--- config.mk ---
export PLATFORM = sky130hd
export DESIGN_NAME = lidar_frame_check_and_accept
export DESIGN_NICKNAME = d
export VERILOG_FILES = /design/src/lfca_pkg.sv /design/src/lfca_assemble.sv /design/src/lfca_judge.sv /design/src/lfca_outq.sv /design/src/lidar_frame_check_and_accept.sv
export SDC_FILE = /design/constraint.sdc
export NUM_CORES = 1
export LEC_CHECK = 0
export BUFFER_PORTS_ARGS = -buffer_cell sky130_fd_sc_hd__buf_2
export CAP_MARGIN = 20
export CELL_PAD_IN_SITES_DETAIL_PLACEMENT = 0
export CELL_PAD_IN_SITES_GLOBAL_PLACEMENT = 2
export CORE_AREA = 2 2 264 266
export DETAILED_ROUTE_END_ITERATION = 8
export DIE_AREA = 0 0 266 268
export PLACE_DENSITY = 0.81
export SLEW_MARGIN = 0
export SYNTH_ARGS = -nofsm -noshare
export SYNTH_HDL_FRONTEND = slang
export SYNTH_SLANG_ARGS = --single-unit
--- constraint.sdc ---
create_clock -name i_clk -period 19.5 [get_ports i_clk]
set_input_delay 0 -clock i_clk [delete_from_list [all_inputs] [get_ports i_clk]]
set_output_delay 0 -clock i_clk [all_outputs]
set_load 0.02 [all_outputs]
--- src/lfca_pkg.sv ---
// Package for the range-finder frame checker: beat types, codes and constants.
// No dependencies; used by every module of the block.
package lfca_pkg;

    localparam int CNT_W = 32;

    localparam logic [7:0]  HDR_BYTE    = 8'h59;
    localparam logic [3:0]  LAST_POS    = 4'd8;
    localparam logic [3:0]  POS_IDLE    = 4'd9;
    localparam logic [15:0] DELTA_RESET = 16'd10;

    localparam logic [1:0] OP_BYTE    = 2'd0;
    localparam logic [1:0] OP_FRAMING = 2'd1;
    localparam logic [1:0] OP_TIMEOUT = 2'd2;

    localparam logic [2:0] ST_ACCEPT   = 3'd0;
    localparam logic [2:0] ST_DISAGREE = 3'd1;
    localparam logic [2:0] ST_HEADER   = 3'd2;
    localparam logic [2:0] ST_CHECKSUM = 3'd3;
    localparam logic [2:0] ST_FRAMING  = 3'd4;
    localparam logic [2:0] ST_TIMEOUT  = 3'd5;

    typedef logic [CNT_W-1:0] t_cnt;

    typedef struct packed {
        logic [1:0] op;
        logic [7:0] data_byte;
        logic       frame_start;
        logic       slot;
    } t_in_item;

    typedef struct packed {
        logic [2:0]  status;
        logic [15:0] distance;
        logic [15:0] strength;
        logic [7:0]  int_time;
        logic [31:0] total_errors;
        logic [31:0] header_errors;
        logic [31:0] checksum_errors;
        logic [31:0] framing_errors;
    } t_out_item;

    // Event from the frame assembler to the judge, already qualified by the step.
    typedef struct packed {
        logic            judge;
        logic            framing;
        logic            timeout;
        logic            slot;
        logic [7:0]      last;
        logic [7:0][7:0] bytes;
    } t_asm_evt;

endpackage

--- src/lfca_assemble.sv ---
// Frame assembler: tracks the byte position and holds the first eight frame bytes.
// Depends on lfca_pkg.
module lfca_assemble (
    input  logic               i_clk,
    input  logic               i_rst_n,
    input  logic               i_go,
    input  lfca_pkg::t_in_item i_item,
    output lfca_pkg::t_asm_evt o_evt
);

    logic [3:0]      r_pos;
    logic [3:0]      n_pos;
    logic [7:0][7:0] r_bytes;
    logic [3:0]      pos;
    logic            wr;

    always_comb begin
        pos           = i_item.frame_start ? 4'd0 : r_pos;
        n_pos         = r_pos;
        wr            = 1'b0;
        o_evt.judge   = 1'b0;
        o_evt.framing = 1'b0;
        o_evt.timeout = 1'b0;
        o_evt.slot    = i_item.slot;
        o_evt.last    = i_item.data_byte;
        o_evt.bytes   = r_bytes;
        unique case (i_item.op)
            lfca_pkg::OP_BYTE: begin
                // a start byte always reopens the frame; a stray byte while idle is dropped
                if (pos < lfca_pkg::POS_IDLE) begin
                    if (pos == lfca_pkg::LAST_POS) begin
                        o_evt.judge = i_go;
                        n_pos       = lfca_pkg::POS_IDLE;
                    end else begin
                        wr    = 1'b1;
                        n_pos = pos + 4'd1;
                    end
                end else begin
                    n_pos = pos;
                end
            end
            lfca_pkg::OP_FRAMING: begin
                o_evt.framing = i_go;
                n_pos         = lfca_pkg::POS_IDLE;
            end
            lfca_pkg::OP_TIMEOUT: begin
                o_evt.timeout = i_go;
                n_pos         = lfca_pkg::POS_IDLE;
            end
            default: begin
                n_pos = r_pos;
            end
        endcase
    end

    always_ff @(posedge i_clk) begin
        if (!i_rst_n) begin
            r_pos <= lfca_pkg::POS_IDLE;
        end else if (i_go) begin
            r_pos <= n_pos;
        end
    end

    always_ff @(posedge i_clk) begin
        if (i_go && wr) begin
            r_bytes[pos[2:0]] <= i_item.data_byte;
        end
    end

endmodule

--- src/lfca_judge.sv ---
// Frame judge: header and checksum checks, sample slots, averaging and error counters.
// Depends on lfca_pkg; fed by lfca_assemble.
module lfca_judge (
    input  logic                i_clk,
    input  logic                i_rst_n,
    input  logic                i_cfg_we,
    input  logic [15:0]         i_cfg_data,
    input  lfca_pkg::t_asm_evt  i_evt,
    output logic                o_push,
    output lfca_pkg::t_out_item o_res
);

    logic [15:0]       r_delta;
    logic [1:0][15:0]  r_slots;
    logic [1:0][15:0]  n_slots;
    logic [15:0]       r_dist;
    logic [15:0]       n_dist;
    logic [15:0]       r_str;
    logic [15:0]       n_str;
    logic [7:0]        r_int;
    logic [7:0]        n_int;
    lfca_pkg::t_cnt    r_tot;
    lfca_pkg::t_cnt    n_tot;
    lfca_pkg::t_cnt    r_hdr;
    lfca_pkg::t_cnt    n_hdr;
    lfca_pkg::t_cnt    r_cks;
    lfca_pkg::t_cnt    n_cks;
    lfca_pkg::t_cnt    r_frm;
    lfca_pkg::t_cnt    n_frm;

    logic        hdr_ok;
    logic        cks_ok;
    logic [7:0]  sum;
    logic [15:0] new_dist;
    logic [15:0] a;
    logic [15:0] b;
    logic [15:0] diff;
    logic        close;
    logic [16:0] pair_sum;
    logic [2:0]  status;

    always_comb begin
        hdr_ok = (i_evt.bytes[0] == lfca_pkg::HDR_BYTE) &&
                 (i_evt.bytes[1] == lfca_pkg::HDR_BYTE);
        sum = 8'd0;
        for (int i = 0; i < 8; i++) begin
            sum = sum + i_evt.bytes[i];
        end
        cks_ok   = (sum == i_evt.last);
        new_dist = {i_evt.bytes[3], i_evt.bytes[2]};
        // the new reading takes its slot, the other slot keeps its old value
        a        = i_evt.slot ? r_slots[0] : new_dist;
        b        = i_evt.slot ? new_dist : r_slots[1];
        diff     = (a >= b) ? (a - b) : (b - a);
        close    = (diff <= r_delta);
        pair_sum = {1'b0, a} + {1'b0, b};
    end

    always_comb begin
        n_slots = r_slots;
        n_dist  = r_dist;
        n_str   = r_str;
        n_int   = r_int;
        n_tot   = r_tot;
        n_hdr   = r_hdr;
        n_cks   = r_cks;
        n_frm   = r_frm;
        status  = lfca_pkg::ST_TIMEOUT;
        priority if (i_evt.judge) begin
            if (!hdr_ok) begin
                n_hdr  = r_hdr + 1'b1;
                n_tot  = r_tot + 1'b1;
                status = lfca_pkg::ST_HEADER;
            end else if (!cks_ok) begin
                n_cks  = r_cks + 1'b1;
                n_tot  = r_tot + 1'b1;
                status = lfca_pkg::ST_CHECKSUM;
            end else begin
                n_str                = {i_evt.bytes[5], i_evt.bytes[4]};
                n_int                = i_evt.bytes[6];
                n_slots[i_evt.slot]  = new_dist;
                if (close) begin
                    n_dist = pair_sum[16:1];
                    status = lfca_pkg::ST_ACCEPT;
                end else begin
                    status = lfca_pkg::ST_DISAGREE;
                end
            end
        end else if (i_evt.framing) begin
            n_frm  = r_frm + 1'b1;
            n_tot  = r_tot + 1'b1;
            status = lfca_pkg::ST_FRAMING;
        end else begin
            status = lfca_pkg::ST_TIMEOUT;
        end
    end

    assign o_push = i_evt.judge | i_evt.framing | i_evt.timeout;

    always_comb begin
        o_res.status          = status;
        o_res.distance        = n_dist;
        o_res.strength        = n_str;
        o_res.int_time        = n_int;
        o_res.total_errors    = 32'(n_tot);
        o_res.header_errors   = 32'(n_hdr);
        o_res.checksum_errors = 32'(n_cks);
        o_res.framing_errors  = 32'(n_frm);
    end

    always_ff @(posedge i_clk) begin
        if (!i_rst_n) begin
            r_delta <= lfca_pkg::DELTA_RESET;
            r_slots <= '0;
            r_dist  <= '0;
            r_str   <= '0;
            r_int   <= '0;
            r_tot   <= '0;
            r_hdr   <= '0;
            r_cks   <= '0;
            r_frm   <= '0;
        end else begin
            if (i_cfg_we) begin
                r_delta <= i_cfg_data;
            end
            r_slots <= n_slots;
            r_dist  <= n_dist;
            r_str   <= n_str;
            r_int   <= n_int;
            r_tot   <= n_tot;
            r_hdr   <= n_hdr;
            r_cks   <= n_cks;
            r_frm   <= n_frm;
        end
    end

endmodule

--- src/lfca_outq.sv ---
// Two-entry result buffer: output register plus skid entry.
// Depends on lfca_pkg.
module lfca_outq (
    input  logic                i_clk,
    input  logic                i_rst_n,
    input  logic                i_push,
    input  lfca_pkg::t_out_item i_res,
    output logic                o_full,
    output logic                o_out_valid,
    input  logic                i_out_stall,
    output lfca_pkg::t_out_item o_out_data
);

    logic [1:0]          r_cnt;
    logic [1:0]          n_cnt;
    lfca_pkg::t_out_item r_q [2];
    lfca_pkg::t_out_item n_q [2];
    logic                pop;

    assign pop = (r_cnt != 2'd0) && !i_out_stall;

    always_comb begin
        n_q   = r_q;
        n_cnt = r_cnt;
        if (pop && i_push) begin
            if (r_cnt == 2'd1) begin
                n_q[0] = i_res;
            end else begin
                n_q[0] = r_q[1];
                n_q[1] = i_res;
            end
        end else if (pop) begin
            n_q[0] = r_q[1];
            n_cnt  = r_cnt - 2'd1;
        end else if (i_push) begin
            if (r_cnt == 2'd0) begin
                n_q[0] = i_res;
            end else begin
                n_q[1] = i_res;
            end
            n_cnt = r_cnt + 2'd1;
        end
    end

    always_ff @(posedge i_clk) begin
        if (!i_rst_n) begin
            r_cnt <= 2'd0;
        end else begin
            r_cnt <= n_cnt;
        end
    end

    always_ff @(posedge i_clk) begin
        r_q <= n_q;
    end

    assign o_full      = (r_cnt == 2'd2);
    assign o_out_valid = (r_cnt != 2'd0);
    assign o_out_data  = r_q[0];

endmodule

--- src/lidar_frame_check_and_accept.sv ---
// Top level of the range-finder frame checker: input register, assembler, judge, result buffer.
// Depends on lfca_pkg, lfca_assemble, lfca_judge and lfca_outq.
//
//   channel  | valid        | stall        | payload
//   ---------+--------------+--------------+----------------------------
//   input    | i_in_valid   | o_in_stall   | i_in_data  (t_in_item)
//   output   | o_out_valid  | i_out_stall  | o_out_data (t_out_item)
//   config   | i_cfg_we     | none         | i_cfg_data (delta_accept)
//
// One beat per cycle unless stalled: a beat lands in the input register, is judged there
// while the buffer is not full; its result enters a two-entry buffer; o_out_valid rises
// once the buffer holds the result. The input stalls only while a beat waits in the input
// register and both buffer entries are full. Reset is synchronous; it idles the frame
// position, clears slots, reported values and counters, and loads delta_accept with 10.
module lidar_frame_check_and_accept (
    input  logic                i_clk,
    input  logic                i_rst_n,
    input  logic                i_in_valid,
    output logic                o_in_stall,
    input  lfca_pkg::t_in_item  i_in_data,
    output logic                o_out_valid,
    input  logic                i_out_stall,
    output lfca_pkg::t_out_item o_out_data,
    input  logic                i_cfg_we,
    input  logic [15:0]         i_cfg_data
);

    logic               r_in_valid;
    lfca_pkg::t_in_item r_in_data;
    logic               q_full;
    logic               go;
    lfca_pkg::t_asm_evt evt;
    logic               push;
    lfca_pkg::t_out_item res;

    assign go         = r_in_valid && !q_full;
    assign o_in_stall = r_in_valid && q_full;

    always_ff @(posedge i_clk) begin
        if (!i_rst_n) begin
            r_in_valid <= 1'b0;
        end else if (!o_in_stall) begin
            r_in_valid <= i_in_valid;
        end
    end

    // hold the beat while stalled
    always_ff @(posedge i_clk) begin
        if (!o_in_stall && i_in_valid) begin
            r_in_data <= i_in_data;
        end
    end

    lfca_assemble u_assemble (
        .i_clk   (i_clk),
        .i_rst_n (i_rst_n),
        .i_go    (go),
        .i_item  (r_in_data),
        .o_evt   (evt)
    );

    lfca_judge u_judge (
        .i_clk      (i_clk),
        .i_rst_n    (i_rst_n),
        .i_cfg_we   (i_cfg_we),
        .i_cfg_data (i_cfg_data),
        .i_evt      (evt),
        .o_push     (push),
        .o_res      (res)
    );

    lfca_outq u_outq (
        .i_clk       (i_clk),
        .i_rst_n     (i_rst_n),
        .i_push      (push),
        .i_res       (res),
        .o_full      (q_full),
        .o_out_valid (o_out_valid),
        .i_out_stall (i_out_stall),
        .o_out_data  (o_out_data)
    );

endmodule

**After elaboration in Yosys (flattened, before gate mapping)**

Index checks and enable logic that the tools add are counted.

- Bits in writable memories: 0
- Register bits: 641
- Memories kept: 0
- Word-level logic and storage cells: 162
- Memory bits (read-only): 0
- Input port bits: 33
- Bits in latches: 0

- Magnitude comparators: 7
- Bitwise logic cells: 3
- Multipliers: 0
- Add/subtract/negate cells: 17
- Reductions and logical operators: 26
- Multiplexer cells: 57
- Shift operators: 0
- Eq/ne operators: 11
- Divide/modulo/power cells: 0

Operators by type and width:

| kind | count |
|---|---|
| $mux W171 | 6 |
| $mux W342 | 2 |
| $mux W32 | 11 |
| $mux W16 | 11 |
| $add A32 B1 Y32 const B | 4 |
| $bwmux W64 | 1 |
| $add A8 B8 Y8 | 7 |
| $bwmux W32 | 1 |
| $mux W8 | 4 |
| $sub A16 B16 Y16 | 2 |
| $demux W8 S3 | 1 |
| $add A16 B16 Y17 | 1 |
| $demux W16 S1 | 1 |
| $eq A8 B7 Y1 const B | 2 |
| $ge A16 B16 Y1 | 1 |
| $le A16 B16 Y1 | 1 |
| $mux W4 | 3 |
| $mux W1 | 10 |
| $logic_and A1 B1 Y1 | 9 |
| $mux W3 | 3 |
| $eq A8 B8 Y1 | 1 |
| $pmux W4 S2 | 1 |
| $reduce_bool A2 Y1 | 4 |
| $reduce_and A2 Y1 | 3 |
| other kinds (22) | 31 |

**Longest topological paths before layout**

Gate-level depths: netlist of the first run.

- Depth in word-level cells: 15
- Gate-level depth with buffers: 27

**By module**

Synthesis of the first run repeated with hierarchy kept, for this count alone.

- Cells, all modules: 2548
- Area, all modules: 30974.7 µm²

By module, submodules not included:

| module | area each (µm²) | cells an instance | sequential area each (µm²) | times used |
|---|---|---|---|---|
| lfca_judge | 14377.5 | 1679 | 4324.1 | 1 |
| lfca_outq | 13775.7 | 723 | 10309.9 | 1 |
| lfca_assemble | 2411.1 | 129 | 2001.9 | 1 |
| lidar_frame_check_and_accept | 410.4 | 17 | 380.4 | 1 |

**Worst setup path before layout of the first run**

OpenSTA, ideal clock, no wires.

- Kind: register -> register
- From: register r_in_data[1] (netlist name)
- To: register u_outq.r_q[0] (netlist name) (enable)
- Arrival time: 10.003 ns
- Setup time: 0.759 ns
- Required time: 18.741 ns
- Path slack: 8.738 ns
- Stages on the path, launching flop included: 11
- Buffers on the path: 1
- Path through: edfxtp_1 > clkbuf_1 > nand2b_1 > ha_1 > nand4bb_1 > nor2_4 > inv_1 > o21ai_0 > ha_1 > nand2b_1 > a21oi_1

- Cells in the longest elaborated chain, start to end: 10
- Elaborated cells on any way between the ends: 14
- Those cells by class: order compare (1); eq/ne (4); mux (4); bitwise (2); reduce/logical (3)

RTL lines:

| what | RTL line | text |
|---|---|---|
| from (decl) | lidar_frame_check_and_accept.sv:29 | `lfca_pkg::t_in_item r_in_data;` |
| from (signal assigned) | lidar_frame_check_and_accept.sv:50 | `r_in_data <= i_in_data;` |
| $mux W4 (*) | lfca_assemble.sv:18 | `pos = i_item.frame_start ? 4'd0 : r_pos;` |
| branches (longest 2 deep; another with $lt A4 B4 Y1) | -- |  |
| $mux W1 (*) | lfca_assemble.sv:30 | `if (pos < lfca_pkg::POS_IDLE) begin` |
| $mux W1 (*) | lfca_assemble.sv:27 | `unique case (i_item.op)` |
| $or A1 B1 Y1 (*) (2 in series) | lfca_judge.sv:98 | `assign o_push = i_evt.judge \| i_evt.framing \| i_evt.timeout;` |
| $logic_and A1 B1 Y1 | lfca_outq.sv:25 | `if (pop && i_push) begin` |
| $ne A2 B2 Y1 (no source line), or another cell as far along | -- |  |
| $reduce_and A4 Y1 (no source line) (*) | -- |  |
| to (signal assigned) | lfca_outq.sv:54 | `r_q <= n_q;` |
| to (decl) | lfca_outq.sv:16 | `lfca_pkg::t_out_item r_q [2];` |

Every way passes the cells marked *.
A chain may end at the register's enable or synchronous reset.

==> results of run 1 <==
-- layer usage --
metal / wire [µm] / track usage, %
met1: 30100 / 24.4
met2: 31800 / 31.1
met3: 2480 / 2.79
met4: 1480 / 5.63
met5: 0 / 0
-- what timing repair did --
item,4_1_cts,5_1_grt
setup buffers,0,0
hold buffers,48,0
endpoints found under the hold margin,31,0
-- per-stage QoR --
stage	utilization [%]	instance area (µm²)	total power, W
2_1_floorplan	-	30500	0.00232
4_1_cts	49.7	33900	0.00375
3_5_place_dp	45.6	31100	0.00241
6_report	49.7	33900	0.00369
5_1_grt	49.7	33900	0.00385
3_3_place_gp	45.6	31100	0.00240
-- power breakdown --
| part | total, W | internal, W | switching [W] |
|---|---|---|---|
| registers | 0.00169 | 0.00163 | 0.0000578 |
| clock network | 0.00131 | 0.000769 | 0.000541 |
| logic | 0.000684 | 0.000226 | 0.000458 |
| total | 0.00369 | 0.00263 | 0.00106 |
-- logic make-up (layout without fill, tap and decap cells) --
family                   after synthesis  in the layout
flip-flops                           641            641
AND/OR/NAND/NOR                      625            625
buffers and inverters                444            570
AO/OA/AOI/OAI                        265            265
multiplexers                         223            223
XOR/XNOR                             172            172
adder cells (fa/ha/maj)              127            127
-- synthesized netlist by cell type, types with 5 or more instances --
cell type | instances | area share (%)
inv_1 | 172 | 2.1
o2111ai_1 | 10 | 0.29
o21bai_1 | 13 | 0.32
o21ai_0 | 66 | 1.1
o211a_1 | 33 | 1.1
nand2b_1 | 10 | 0.21
a21oi_1 | 53 | 0.87
buf_2 | 9 | 0.15
o21ai_1 | 6 | 0.099
nor4bb_1 | 5 | 0.16
nand4_1 | 41 | 0.84
nor3b_1 | 5 | 0.12
nor3_1 | 31 | 0.51
and3_1 | 23 | 0.47
o211ai_1 | 13 | 0.32
dfxtp_1 | 223 | 15
nor2b_1 | 59 | 1.2
o21a_1 | 5 | 0.12
nand2_1 | 145 | 1.8
xor2_1 | 71 | 2.0
mux2_2 | 171 | 6.3
edfxtp_1 | 418 | 41
xnor2_1 | 97 | 2.8
nand3_1 | 42 | 0.69
and2_1 | 145 | 3.0
ha_1 | 85 | 3.5
and4_1 | 11 | 0.32
o31ai_1 | 5 | 0.12
or3_1 | 5 | 0.10
buf_4 | 172 | 4.2
a21o_1 | 23 | 0.57
mux2i_1 | 52 | 1.7
clkbuf_1 | 74 | 0.91
buf_1 | 14 | 0.17
nor2_1 | 73 | 0.90
fa_1 | 42 | 2.8
nor4_1 | 13 | 0.27
-- worst max-delay path, stage by stage, from the launching register on --
cell and delay [ns]:
edfxtp_1 0.32, buf_4 0.46, mux2i_1 0.54, inv_1 0.21, fa_1 0.45, a21o_1 0.19
a221o_1 0.36, a21oi_1 0.25, a21oi_2 0.13, a211o_1 0.29, o21ai_0 0.55, o21ai_0 0.25
xnor2_1 0.17, ha_1 0.31, a211o_1 0.32, o221a_2 0.25, o31ai_1 0.08, a31o_2 0.31
and2_1 0.64, mux2_2 0.44, mux2_2 0.26
-- worst max-delay path by stage --
stage               cells after the start         start                      to
finish                                 20  r_in_data[0]  u_outq.o_out_data[153]
global route                           19  r_in_data[0]  u_outq.o_out_data[153]
CTS                                    20  r_in_data[0]  u_outq.o_out_data[153]
detailed placement                     20  r_in_data[0]  u_outq.o_out_data[157]
global placement                       20  r_in_data[0]  u_outq.o_out_data[155]
floorplan                              10  r_in_data[1]           u_outq.r_q[0]
-- registers in the layout (all words and copies together) (netlist names), 32 cells and up --
register / cells
u_judge.r_cks: 32
u_judge.r_hdr: 32
u_judge.r_slots: 32
u_assemble.o_evt: 64
u_judge.r_tot: 32
u_judge.r_frm: 32
u_outq.o_out_data: 171
u_outq.r_q: 171
-- final cells by class --
| class | instances | area [µm²] | share of cell area (%) |
|---|---|---|---|
| Sequential cell | 641 | 17000 | 50.2 |
| Tap cell | 882 | 1100 | 3.25 |
| Inverter | 173 | 652 | 1.92 |
| Clock inverter | 36 | 360 | 1.06 |
| Multi-Input combinational cell | 1412 | 11200 | 33.0 |
| Clock buffer | 93 | 1930 | 5.69 |
| Timing Repair Buffer | 268 | 1670 | 4.92 |
==> impl_metrics.prom, run 1 <==
# TYPE chip_impl_metric gauge
chip_impl_info{name="outcome",value="finished, final reports clean"} 1
chip_impl_metric{name="finalHoldWorstSlack",unit="ns"} 0.100
chip_impl_metric{name="crit_required",unit="ns"} 19.85
chip_impl_metric{name="die_y",unit="µm"} 268
chip_impl_metric{name="floorplan.initialDensity",unit="%"} 44.7
chip_impl_info{name="crit_path_end_kind",value="register"} 1
chip_impl_metric{name="grt_pass1_vias",unit=""} 18242
chip_impl_metric{name="layout_setup_ws",unit="ns"} 12.45
chip_impl_metric{name="clock_insertion_delay_at_the_later_pin_of_the_skew_report",unit="ns"} 0.61
chip_impl_metric{name="synth-adder-area-share",unit="%"} 6.25
chip_impl_metric{name="number_of_antenna_cells_inserted",unit=""} 0
chip_impl_metric{name="synthToLayoutAreaGrowth",unit="%"} 11.3
chip_impl_info{name="timing.critical_path.from_type",value="register"} 1
chip_impl_metric{name="layout_min_cycle_time",unit="ns"} 7.05
chip_impl_metric{name="synth.yosys.warnings",unit=""} 0
chip_impl_metric{name="wire_length_of_the_first_global_routing_pass",unit="µm"} 103000
chip_impl_metric{name="crit_share_post_route",unit="%"} 36.1
chip_impl_metric{name="final_nets",unit=""} 2726
chip_impl_metric{name="post_cts_resize_count",unit=""} 0
chip_impl_info{name="worstHoldStart",value="i_rst_n"} 1
chip_impl_metric{name="wl",unit="µm"} 65800
chip_impl_info{name="timing_worst_setup_path_type",value="reg2reg"} 1
chip_impl_metric{name="rrSetupSlack",unit="ns"} 12.45
chip_impl_metric{name="remaining_design_rule_violation_count",unit=""} 0
chip_impl_metric{name="antenna_found_initial",unit=""} 0
chip_impl_info{name="cts_tree",value="done"} 1
chip_impl_metric{name="drtAntennaViolNets",unit=""} 0
chip_impl_metric{name="async_reset_ff_share",unit="%"} 0
chip_impl_metric{name="yosysUniqueCellTypes",unit=""} 75
chip_impl_metric{name="num_rows",unit=""} 96
chip_impl_metric{name="number_of_placed_cells_counting_well_taps",unit=""} 3326
chip_impl_metric{name="finClkSkew",unit="ns"} 0.0238
chip_impl_metric{name="vdd_ir_drop_max",unit="V"} 0.0000710
chip_impl_metric{name="reg2reg_depth",unit=""} 20
chip_impl_metric{name="syn_area_per_cell",unit="µm²"} 12.2
chip_impl_metric{name="arrival_worst_endpoint",unit="ns"} 7.40
chip_impl_metric{name="core_area",unit="µm²"} 68200
chip_impl_metric{name="place.gp.congestion",unit=""} 0.860
chip_impl_metric{name="die_w",unit="µm"} 266
chip_impl_metric{name="netlist_instances",unit=""} 2497
chip_impl_metric{name="total_via_count_after_detailed_routing",unit=""} 18035
chip_impl_metric{name="power_per_cell_area",unit="nW/µm²"} 109
chip_impl_metric{name="synth-seq-cells",unit=""} 641
chip_impl_metric{name="pin_count_of_the_biggest_net_entering_global_routing",unit=""} 214
chip_impl_metric{name="post_route_cells_drive_above_1_share",unit="%"} 19.6
chip_impl_metric{name="synth_compound_gate_area_share",unit="%"} 6.05
chip_impl_metric{name="drt_pre_antenna_iters",unit=""} 5
chip_impl_metric{name="max_cap_violations",unit=""} 0
chip_impl_info{name="dominantRegCellSynth",value="edfxtp_1"} 1
chip_impl_metric{name="holdPathStages",unit=""} 2
chip_impl_metric{name="synth_simple_gate_area_share",unit="%"} 11.0
chip_impl_info{name="worst_hold_path.endpoint",value="u_judge.r_hdr[31]"} 1
chip_impl_info{name="regToRegStartpoint",value="r_in_data[0]"} 1
chip_impl_metric{name="fp.dieArea",unit="µm²"} 71300
chip_impl_info{name="hold_path_class",value="in2reg"} 1
chip_impl_info{name="cts.root.buffer_cell",value="clkbuf_16"} 1
chip_impl_metric{name="io_pins",unit=""} 206
chip_impl_metric{name="quantity_of_i_o_buffers_inserted_on_ports",unit=""} 205
chip_impl_metric{name="htreeDepth",unit=""} 3
chip_impl_metric{name="synth_sequential_area_ratio",unit="%"} 55.8
chip_impl_info{name="synth_top_family_by_area",value="simple AND/OR/NAND/NOR gates"} 1
chip_impl_info{name="final_common_cell",value="edfxtp_1"} 1
chip_impl_metric{name="synth_enable_flop_cells",unit=""} 418
chip_impl_info{name="worstReg2RegEnd",value="u_outq.o_out_data[153]"} 1
chip_impl_metric{name="report.final.slew_viol_count",unit=""} 0
chip_impl_metric{name="mappedNetlistNets",unit=""} 2657
chip_impl_metric{name="avgViaCountPerCell",unit=""} 5.15
chip_impl_metric{name="static-leakage-power",unit="nW"} 14.1
chip_impl_metric{name="tns",unit="ns"} 0
chip_impl_metric{name="cts.path.max_buffers",unit=""} 3
chip_impl_info{name="rsz0062_at_grt",value="false"} 1
chip_impl_metric{name="syn_area",unit="µm²"} 30500
chip_impl_info{name="layout.cells.most_common_list",value="edfxtp_1, dfxtp_1, buf_2, inv_1, mux2_2"} 1
chip_impl_metric{name="setup-violations-final",unit=""} 0
chip_impl_metric{name="dp.final_hpwl",unit="µm"} 44700
chip_impl_metric{name="fmax",unit="MHz"} 142
chip_impl_metric{name="place_ws",unit="ns"} 12.45
chip_impl_metric{name="post_layout_nonfiller_instances",unit=""} 3505
chip_impl_metric{name="layout.filler_cells",unit=""} 6092
chip_impl_metric{name="timing.max_slew.rel_slack",unit="%"} 26.0
chip_impl_metric{name="synth_mux_area_share",unit="%"} 8.03
chip_impl_metric{name="synth_xor_area_share",unit="%"} 5.11
chip_impl_metric{name="path_clk_slew",unit="ns"} 0.06
chip_impl_metric{name="timing.critical_path.fanout_max",unit=""} 32
chip_impl_metric{name="hold_viol_final",unit=""} 0
chip_impl_metric{name="drt_iter0_markers",unit=""} 1103
chip_impl_metric{name="cts_buffers",unit=""} 70
chip_impl_metric{name="tritoncts_num_sinks",unit=""} 641
chip_impl_metric{name="globalRoute.totalOverflow",unit=""} 0
chip_impl_metric{name="post_drt_wl_per_cell",unit="µm"} 18.8
chip_impl_metric{name="tightest_slew",unit="ns"} 1.11
chip_impl_metric{name="groute.usage.overall",unit="%"} 18.3
No activity file was read; power rests on OpenSTA's default activity.
==> run 2: changes to the inputs <==
CORE_AREA = 2 2 287 289   (was 2 2 264 266)
DIE_AREA = 0 0 289 291   (was 0 0 266 268)
PLACE_DENSITY = 0.73   (was 0.81)
clock period = 5.7 ns   (was 19.5 ns; I/O delays follow)
==> run 2 against run 1 <==
Against the previous run: worst setup slack lost 12 ns; largest cell class unchanged; cell count increased by 8.6%; global-route usage decreased by 1.9 points; power grew to 3.5 times the previous value; first-iteration DRC count is 4.7% lower; sequential cell count stayed put; critical path type unchanged; non-clock buffer count increased by 111.
==> impl_metrics.prom, run 2 (synthesized netlist as in run 1, its figures left out) <==
# TYPE chip_impl_metric gauge
chip_impl_metric{name="number_of_placed_cells_counting_well_taps",unit=""} 3603
chip_impl_info{name="regToRegStartpoint",value="u_assemble.o_evt[34]"} 1
chip_impl_metric{name="path_clk_slew",unit="ns"} 0.06
chip_impl_metric{name="max_cap_violations",unit=""} 0
chip_impl_metric{name="wire_length_of_the_first_global_routing_pass",unit="µm"} 108000
chip_impl_info{name="timing_worst_setup_path_type",value="reg2reg"} 1
chip_impl_info{name="layout.cells.most_common_list",value="edfxtp_1, dfxtp_1, buf_2, inv_1, mux2_2"} 1
chip_impl_metric{name="fmax",unit="MHz"} 181
chip_impl_metric{name="grt_util_met3",unit="%"} 3.03
chip_impl_info{name="crit_path_end_kind",value="register"} 1
chip_impl_metric{name="power_per_cell_area",unit="nW/µm²"} 368
chip_impl_metric{name="num_rows",unit=""} 105
chip_impl_metric{name="finalHoldWorstSlack",unit="ns"} 0.0534
chip_impl_metric{name="quantity_of_i_o_buffers_inserted_on_ports",unit=""} 205
chip_impl_metric{name="antenna_found_initial",unit=""} 0
chip_impl_info{name="final_common_cell",value="edfxtp_1"} 1
chip_impl_metric{name="remaining_design_rule_violation_count",unit=""} 0
chip_impl_metric{name="post_layout_nonfiller_instances",unit=""} 3807
chip_impl_info{name="timing.critical_path.to",value="u_outq.o_out_data[161]"} 1
chip_impl_info{name="outcome",value="finished, final reports clean"} 1
chip_impl_info{name="family_of_cells_with_the_greatest_summed_delay_on_the_critical_path",value="adder cells"} 1
chip_impl_metric{name="setup-violations-final",unit=""} 0
chip_impl_metric{name="rrSetupSlack",unit="ns"} 0.18
chip_impl_metric{name="drt_iter0_markers",unit=""} 1051
chip_impl_metric{name="fp.dieArea",unit="µm²"} 84100
chip_impl_metric{name="floorplan.initialDensity",unit="%"} 37.5
chip_impl_metric{name="crit_share_post_route",unit="%"} 96.9
chip_impl_metric{name="finClkSkew",unit="ns"} 0.0208
chip_impl_metric{name="regArea",unit="µm²"} 17000
chip_impl_metric{name="critical_path_cell_count",unit=""} 19
chip_impl_metric{name="htreeDepth",unit=""} 3
chip_impl_metric{name="cts.path.max_buffers",unit=""} 3
chip_impl_metric{name="hold_viol_final",unit=""} 0
chip_impl_metric{name="io_pins",unit=""} 206
chip_impl_info{name="cts.root.buffer_cell",value="clkbuf_16"} 1
chip_impl_info{name="cp_slowest_cell",value="fa_1"} 1
chip_impl_metric{name="die_y",unit="µm"} 291
chip_impl_metric{name="wl",unit="µm"} 69700
chip_impl_metric{name="total_via_count_after_detailed_routing",unit=""} 18406
chip_impl_metric{name="cts_buffers",unit=""} 71
chip_impl_metric{name="dp.final_hpwl",unit="µm"} 47400
chip_impl_metric{name="tritoncts_num_sinks",unit=""} 641
chip_impl_metric{name="post-layout-total-power",unit="W"} 0.0130
chip_impl_metric{name="grt_pass1_vias",unit=""} 18884
chip_impl_metric{name="groute.layer.met1.usage",unit="%"} 21.5
chip_impl_metric{name="place.gp.congestion",unit=""} 0.847
chip_impl_metric{name="layout_min_cycle_time",unit="ns"} 5.52
chip_impl_metric{name="arrival_worst_endpoint",unit="ns"} 5.89
chip_impl_metric{name="die_w",unit="µm"} 289
chip_impl_metric{name="groute.usage.overall",unit="%"} 16.4
chip_impl_metric{name="critical_path.n_buffers_inverters",unit=""} 6
chip_impl_info{name="timing.critical_path.from_type",value="register"} 1
chip_impl_metric{name="met2_global_route_usage",unit="%"} 27.5
chip_impl_metric{name="post_route_cells_drive_above_1_share",unit="%"} 24.2
chip_impl_metric{name="avgViaCountPerCell",unit=""} 4.83
chip_impl_metric{name="tightest_slew",unit="ns"} 1.02
chip_impl_info{name="startpoint",value="u_assemble.o_evt[34]"} 1
chip_impl_metric{name="reg2reg_depth",unit=""} 19
chip_impl_metric{name="drt_pre_antenna_iters",unit=""} 5
chip_impl_metric{name="number_of_antenna_cells_inserted",unit=""} 0
chip_impl_metric{name="static-leakage-power",unit="nW"} 14.8
chip_impl_metric{name="timing.max_slew.rel_slack",unit="%"} 31.8
chip_impl_info{name="critical_path_most_common_cell",value="fa_1"} 1
chip_impl_metric{name="vdd_ir_drop_max",unit="V"} 0.000187
chip_impl_info{name="timing.critical_path.cells",value="fa_1 > inv_2 > fa_1 > fa_1 > fa_1 > inv_1 > ha_2 > inv_2 > fa_1 > xnor2_1 > nor4_1 > nand4_1 > buf_6 > nor3_4 > buf_6 > and2_4 > clkbuf_16 > mux2_2 > mux2_2"} 1
chip_impl_info{name="hold_path_class",value="in2reg"} 1
chip_impl_metric{name="multi_input_comb_area",unit="µm²"} 11300
chip_impl_metric{name="timing.critical_path.fanout_max",unit=""} 6
chip_impl_metric{name="report.final.slew_viol_count",unit=""} 0
chip_impl_metric{name="final_core_util",unit="%"} 43.6
chip_impl_metric{name="globalRoute.totalOverflow",unit=""} 0
chip_impl_metric{name="synthToLayoutAreaGrowth",unit="%"} 16.2
chip_impl_metric{name="post_drt_wl_per_cell",unit="µm"} 18.3
chip_impl_info{name="cts_tree",value="done"} 1
chip_impl_metric{name="tns",unit="ns"} 0
chip_impl_metric{name="clock_insertion_delay_at_the_later_pin_of_the_skew_report",unit="ns"} 0.62
chip_impl_info{name="globalRoute.busiestLayer",value="met2"} 1
chip_impl_metric{name="final_nets",unit=""} 2838
chip_impl_metric{name="drtAntennaViolNets",unit=""} 0
chip_impl_info{name="rsz0062_at_grt",value="true"} 1
chip_impl_metric{name="crit_required",unit="ns"} 6.07
chip_impl_metric{name="pin_count_of_the_biggest_net_entering_global_routing",unit=""} 152
chip_impl_metric{name="core_area",unit="µm²"} 81200
chip_impl_info{name="worstReg2RegEnd",value="u_outq.o_out_data[161]"} 1
chip_impl_metric{name="critPathMaxStageDelay",unit="ns"} 0.57
chip_impl_metric{name="layout.filler_cells",unit=""} 7457
==> run 2: cell types whose count changed in the layout (fill, tap and decap cells not counted), moves of 5 or more <==
| cell | previous run | this run |
|---|---|---|
| clkbuf_8 | 5 | 11 |
| buf_12 | 2 | 8 |
| clkinv_1 | 14 | 5 |
| o21ai_0 | 66 | 61 |
| mux2i_1 | 52 | 46 |
| buf_4 | 12 | 111 |
| o21ai_1 | 6 | 11 |
| mux2_4 | 0 | 11 |
| mux2i_2 | 0 | 5 |
| mux2_2 | 171 | 160 |
==> run 2: repair_timing <==
action,CTS,global route
setup buffers,5,15
endpoints found under the setup margin,82,89
pin swaps,3,22
endpoints found under the hold margin,42,0
gates cloned,1,1
hold buffers,48,0
resized for setup,3,42
==> run 2: worst min path at each step <==
stage / endpoint / slack (ns) / depth (start not counted) / startpoint
2_1_floorplan: r_in_data[0] / 0.1 / 0 / i_in_data[0]
5_1_grt: r_in_data[6] / 0.06 / 2 / i_in_data[6]
3_3_place_gp: r_in_data[8] / 0.18 / 1 / i_in_data[8]
6_report: u_judge.r_frm[6] / 0.05 / 2 / i_rst_n
3_5_place_dp: r_in_data[5] / 0.18 / 1 / i_in_data[5]
4_1_cts: r_in_data[2] / 0.04 / 2 / i_in_data[2]
==> run 2: power breakdown <==
| group | switching, W | internal [W] |
|---|---|---|
| Sequential | 0.000207 | 0.00558 |
| Clock | 0.00195 | 0.00281 |
| Combinational | 0.00161 | 0.000859 |
==> run 2: area by class of cell <==
type | instances | area share (%)
flip-flops and latches | 641 | 48.1
multi-input cells | 1412 | 31.9
repair buffers | 379 | 7.44
clock buffers | 96 | 5.63
well taps | 1070 | 3.78
inverters | 173 | 1.84
clock inverters | 36 | 1.31
==> run 2: metrics by stage <==
stage | setup WS (ns) | area (µm²)
final | 0.179 | 35400
after global routing | -0.0147 | 35400
after CTS | 0.0665 | 35100
after detailed placement | -0.185 | 32100
after global placement | -0.121 | 32100
after floorplan | 0.0245 | 30500
==> run 2: per-layer routing <==
| metal | routed length (µm) | up-vias | share of wire (%) |
|---|---|---|---|
| li1 | - | 8900 | - |
| met1 | 31400 | 9064 | 45 |
| met2 | 33600 | 347 | 48 |
| met3 | 3030 | 95 | 4.3 |
| met4 | 1540 | 0 | 2.2 |
| met5 | 0 | - | 0 |
